## config.mk

```make
export PLATFORM = sky130hd
export DESIGN_NAME = fpp_modmul
export DESIGN_NICKNAME = d
export VERILOG_FILES = /design/src/fpp_pkg.sv /design/src/fpp_modmul.sv
export VERILOG_INCLUDE_DIRS = /design/src /design/src/src
export SDC_FILE = /design/constraint.sdc
export NUM_CORES = 1
export LEC_CHECK = 0
export BUFFER_PORTS_ARGS = -buffer_cell sky130_fd_sc_hd__buf_2
export CORE_MARGIN = 2
export CORE_UTILIZATION = 34
export DETAILED_ROUTE_END_ITERATION = 7
export GPL_ROUTABILITY_DRIVEN = 1
export HOLD_SLACK_MARGIN = 0.05
export REMOVE_ABC_BUFFERS = 1
export SYNTH_ARGS = -nofsm -noshare
export SYNTH_HDL_FRONTEND = slang
export SYNTH_SLANG_ARGS = --single-unit
```

## constraint.sdc

```tcl
create_clock -name clk -period 20.1 [get_ports clk]
set_input_delay 2.01 -clock clk [delete_from_list [all_inputs] [get_ports clk]]
set_output_delay 2.01 -clock clk [all_outputs]
set_load 0.01 [all_outputs]
```

## src/assert_macros.svh

```systemverilog
`ifndef ASSERT_MACROS_SVH
`define ASSERT_MACROS_SVH

// Checks a property at every rising edge of clk, off while reset is low.
`define ASSERT_CLK(label, prop, msg) \
	label: assert property (@(posedge clk) disable iff (!arst_n) (prop)) else $error(msg);

// Checks that a condition at an edge brings the stated consequence.
`define ASSERT_IMPLIES(label, pre, post, msg) \
	label: assert property (@(posedge clk) disable iff (!arst_n) (pre) |-> post) \
		else $error(msg);

`endif

```

## src/fpp_pkg.sv

```systemverilog
`default_nettype none

package fpp_pkg;

	// Width of a residue: every valid candidate is below 2^31.
	localparam int unsigned W = 31;
	localparam int unsigned CNT_W = 5;

	typedef enum logic [2:0] {
		ST_IDLE,
		ST_REDUCE,
		ST_ACCMUL,
		ST_SQUARE,
		ST_EMIT
	} state_t;

	// Request to the modular multiplier: p = (a * b) mod m, with b at most m.
	typedef struct packed {
		logic         start;
		logic [W-1:0] a;
		logic [W-1:0] b;
		logic [W-1:0] m;
	} mm_req_t;

	typedef struct packed {
		logic         done;
		logic [W-1:0] p;
	} mm_rsp_t;

endpackage

`default_nettype wire

```

## src/fpp_modmul.sv

```systemverilog
`default_nettype none

// Interleaved shift-and-add modular multiplier, one bit of a per cycle.
module fpp_modmul (
	input  wire logic            clk,
	input  wire logic            arst_n,
	input  wire fpp_pkg::mm_req_t req,
	output fpp_pkg::mm_rsp_t     rsp
);

	`include "assert_macros.svh"

	logic                        busy_q;
	logic                        done_q;
	logic [fpp_pkg::CNT_W-1:0]   cnt_q;
	logic [fpp_pkg::W-1:0]       a_q;
	logic [fpp_pkg::W-1:0]       b_q;
	logic [fpp_pkg::W-1:0]       m_q;
	logic [fpp_pkg::W-1:0]       p_q;

	logic [fpp_pkg::W:0]         m_ext;
	logic [fpp_pkg::W:0]         dbl;
	logic [fpp_pkg::W:0]         dbl_red;
	logic [fpp_pkg::W:0]         sum;
	logic [fpp_pkg::W:0]         sum_red;

	// Partial result stays below m: double it, reduce, add b if the bit is set, reduce.
	always_comb begin
		m_ext   = {1'b0, m_q};
		dbl     = {p_q, 1'b0};
		dbl_red = (dbl >= m_ext) ? (dbl - m_ext) : dbl;
		sum     = dbl_red + (a_q[fpp_pkg::W-1] ? {1'b0, b_q} : '0);
		sum_red = (sum >= m_ext) ? (sum - m_ext) : sum;
	end

	always_ff @(posedge clk or negedge arst_n) begin
		if (!arst_n) begin
			busy_q <= 1'b0;
			done_q <= 1'b0;
		end else begin
			if (req.start) begin
				busy_q <= 1'b1;
				done_q <= 1'b0;
			end else if (busy_q && cnt_q == '0) begin
				busy_q <= 1'b0;
				done_q <= 1'b1;
			end else begin
				done_q <= 1'b0;
			end
		end
	end

	always_ff @(posedge clk) begin
		if (req.start) begin
			a_q   <= req.a;
			b_q   <= req.b;
			m_q   <= req.m;
			p_q   <= '0;
			cnt_q <= fpp_pkg::CNT_W'(fpp_pkg::W - 1);
		end else if (busy_q) begin
			a_q   <= {a_q[fpp_pkg::W-2:0], 1'b0};
			p_q   <= sum_red[fpp_pkg::W-1:0];
			cnt_q <= cnt_q - 1'b1;
		end
	end

	assign rsp.done = done_q;
	assign rsp.p    = p_q;

	`ASSERT_IMPLIES(a_no_restart, req.start, !busy_q, "multiplier started while busy")
	`ASSERT_IMPLIES(a_result_reduced, done_q, (p_q < m_q), "product not reduced below modulus")

endmodule

`default_nettype wire

```

==> flow_summary.json <==
{
  "clk_latency_ns": 0.44,
  "postCtsResizedCells": 0,
  "synth_edf_count": 93,
  "yosysTopAreaCell": "edfxtp_1",
  "r2r_cells": 29,
  "finalHoldViolCount": 0,
  "async_flop_share_pct": 1.53,
  "synth.cell_area_um2": 10400,
  "antenna_cells": 0,
  "path_class": "flip-flop to flip-flop",
  "slowest_delay_ns": 0.84,
  "die_w_um": 179,
  "final-max-slew-violation-count": 0,
  "synth_top_cells_by_area": "edfxtp_1, ha_1, dfxtp_1, a21oi_1, o21ai_0",
  "ys.flop_type": "edfxtp_1",
  "min_path_type": "flip-flop to flip-flop",
  "dieArea_um2": 32000,
  "gp_congestion": 0.934,
  "final_cells": 1643,
  "ant_nets": 0,
  "yosys.area.top_type_share_pct": 26.9,
  "clk_pin_slew_ns": 0.06,
  "r2r_end": "p_q[28]",
  "switching_share_pct": 49.8,
  "min_period_ns": 8.84,
  "cts_root_buf": "clkbuf_16",
  "grt_max_degree": 58,
  "h-tree-depth": 4,
  "drive_gt1_share_pct": 18.0,
  "dp.final_hpwl_mm": 22.4,
  "holdPathEnd": "done_q",
  "avgRoutedWirePerCell_um": 18.1,
  "rows": 63,
  "grt_usage_pct": 19.1,
  "regArea_um2": 3560,
  "p_leak_nw": 5.19,
  "ys_ff_latch": 131,
  "io_pins": 128,
  "setup_viol": 0,
  "grt_antenna_before_repair": 0,
  "p_per_area_nw_per_um2": 199,
  "seq_area_frac_synth_pct": 34.3,
  "drc": 0,
  "clock-skew-final_ns": 0.0201,
  "p_sw_w": 0.00119,
  "vias": 8991,
  "drt-pass1-iter-count": 5,
  "rsz0062_at_grt": "no",
  "cts_buffers": 17,
  "slowest_stage": "o22ai_4",
  "synthCells": 1128,
  "worst_pin_slew_ns": 1.10,
  "yosys.cell_types.count": 90,
  "clockPowerShare_pct": 13.0,
  "initial_core_util_pct": 34.8,
  "synth_common_cells": "ha_1, edfxtp_1, a21oi_1",
  "ff2ff_setup_slack_ns": 11.26,
  "layout.nets": 1433,
  "maxSlewHeadroom_pct": 26.6,
  "setup_tns_ns": 0,
  "yosysWarnings": 0,
  "die_h_um": 179,
  "core_um2": 29900,
  "crit_arrival_ns": 9.16,
  "holdPathStages": 1,
  "routed_wl_mm": 29.8,
  "ir_drop_mv": 0.0990,
  "cp_common_cell": "a21oi_1",
  "via_per_inst": 5.47,
  "drtIter0Drc": 604,
  "maxCapViolCount": 0,
  "status": "completed",
  "start_kind": "flip-flop",
  "hp-start": "cnt_q[4]",
  "power_frac_seq_pct": 15.7,
  "end_kind": "flip-flop",
  "num-fill-cells": 2997,
  "r2r_start": "m_q[29]",
  "required_ns": 20.41,
  "fmax_ghz": 0.113,
  "synthMostInstantiatedCell": "ha_1",
  "cts_num_sinks": 131,
  "hold_buffers": 0,
  "portBuffers": 127,
  "dp.cells": 1611,
  "grt_pass1_vias": 8789,
  "post_cts_buffers": 0,
  "multiInputGateArea_um2": 6420,
  "overflow": 0,
  "cts_max_path_buffers": 2,
  "syn2layout_area_growth_pct": 15.4,
  "grt_pass1_wl_mm": 47.3,
  "internal_power_w": 0.00120,
  "fin_crit_sh_pct": 44.0,
  "comb_power_share_pct": 71.3,
  "crit_fanout": 56,
  "syn_area_per_cell_um2": 9.21,
  "cts_tree": "yes"
}
## worst max path at each step
stage | start | endpoint | slack, ns | depth (start not counted)
after detailed placement | m_q[29] | p_q[2] | 11.46 | 30
after global placement | m_q[29] | p_q[28] | 11.52 | 27
after global routing | m_q[0] | p_q[5] | 10.58 | 30
final | m_q[29] | p_q[28] | 11.26 | 29
after CTS | m_q[29] | p_q[2] | 11.38 | 30
after floorplan | p_q[28] | p_q[29] | 12.72 | 25
## stage by stage
step	setup WS [ns]	hold slack [ns]	cell area [um^2]	util, %	total power, W
2_1_floorplan	12.72	0.428	10200	-	0.00163
3_3_place_gp	11.52	0.450	11400	38.2	0.00204
3_5_place_dp	11.46	0.457	11400	38.2	0.00204
4_1_cts	11.38	0.463	12000	40.1	0.00237
5_1_grt	10.58	0.507	12000	40.1	0.00258
6_report	11.26	0.459	12000	40.1	0.00238
## layout make-up
cell class	instances	area share (%)
repair buffers	135	5.83
well taps	390	4.07
inverters	63	1.97
flip-flops and latches	131	29.7
clock inverters	14	1.21
multi-input cells	892	53.6
clock buffers	18	3.58
## cell families (layout without fill, tap and decap cells)
kind of cell,count (synthesis),count (layout),synth area share [%]
fa+ha+maj,97,97,11.9
flops,131,131,34.3
xor+xnor,78,78,6.72
simple gates,312,312,15.0
compound gates,368,368,24.0
buf+inv,105,230,4.10
mux,37,37,3.99
## per-layer routing
metal  wire length [um]  vias to the layer above  GRT usage [%]
li1                   -                     4459              -
met2              13600                      258           31.2
met5                  0                        -              0
met3               1730                       43           4.18
met1              13700                     4231           24.9
met4                756                        0           6.37
## critical path, delay by kind of cell, from the launching register on
family / cells / cell delay [ns]
mux: 1 / 0.27
xor+xnor: 1 / 0.14
fa+ha+maj: 3 / 1.08
flops: 1 / 0.38
simple gates: 6 / 1.40
compound gates: 15 / 4.80
buf+inv: 3 / 0.63
## flip-flops by register name, indices dropped and copies added (netlist names)
signal	flops
a_q	31
b_q	31
m_q	31
cnt_q	5
done_q	1
p_q	31
busy_q	1
## power groups by stage
stage / sequential (W) / clock (W) / combinational [W]
2_1_floorplan: 0.000378 / 0 / 0.00125
3_3_place_gp: 0.000379 / 0 / 0.00166
3_5_place_dp: 0.000380 / 0 / 0.00166
4_1_cts: 0.000374 / 0.000320 / 0.00168
5_1_grt: 0.000379 / 0.000328 / 0.00187
6_report: 0.000374 / 0.000310 / 0.00170
## cell usage in the layout, fill, tap and decap left out, drive strengths merged, types with 35 or more instances in the layout
cell type  netlist  layout
xnor2           44      44
o21ai           92      92
ha              94      94
mux2            35      35
edfxtp          93      93
buf             11     135
a21oi           88      88
nand2           77      77
inv             63      70
nor2            80      80
dfxtp           36      36
and2            37      37
Power figures use the tool's default switching activity.
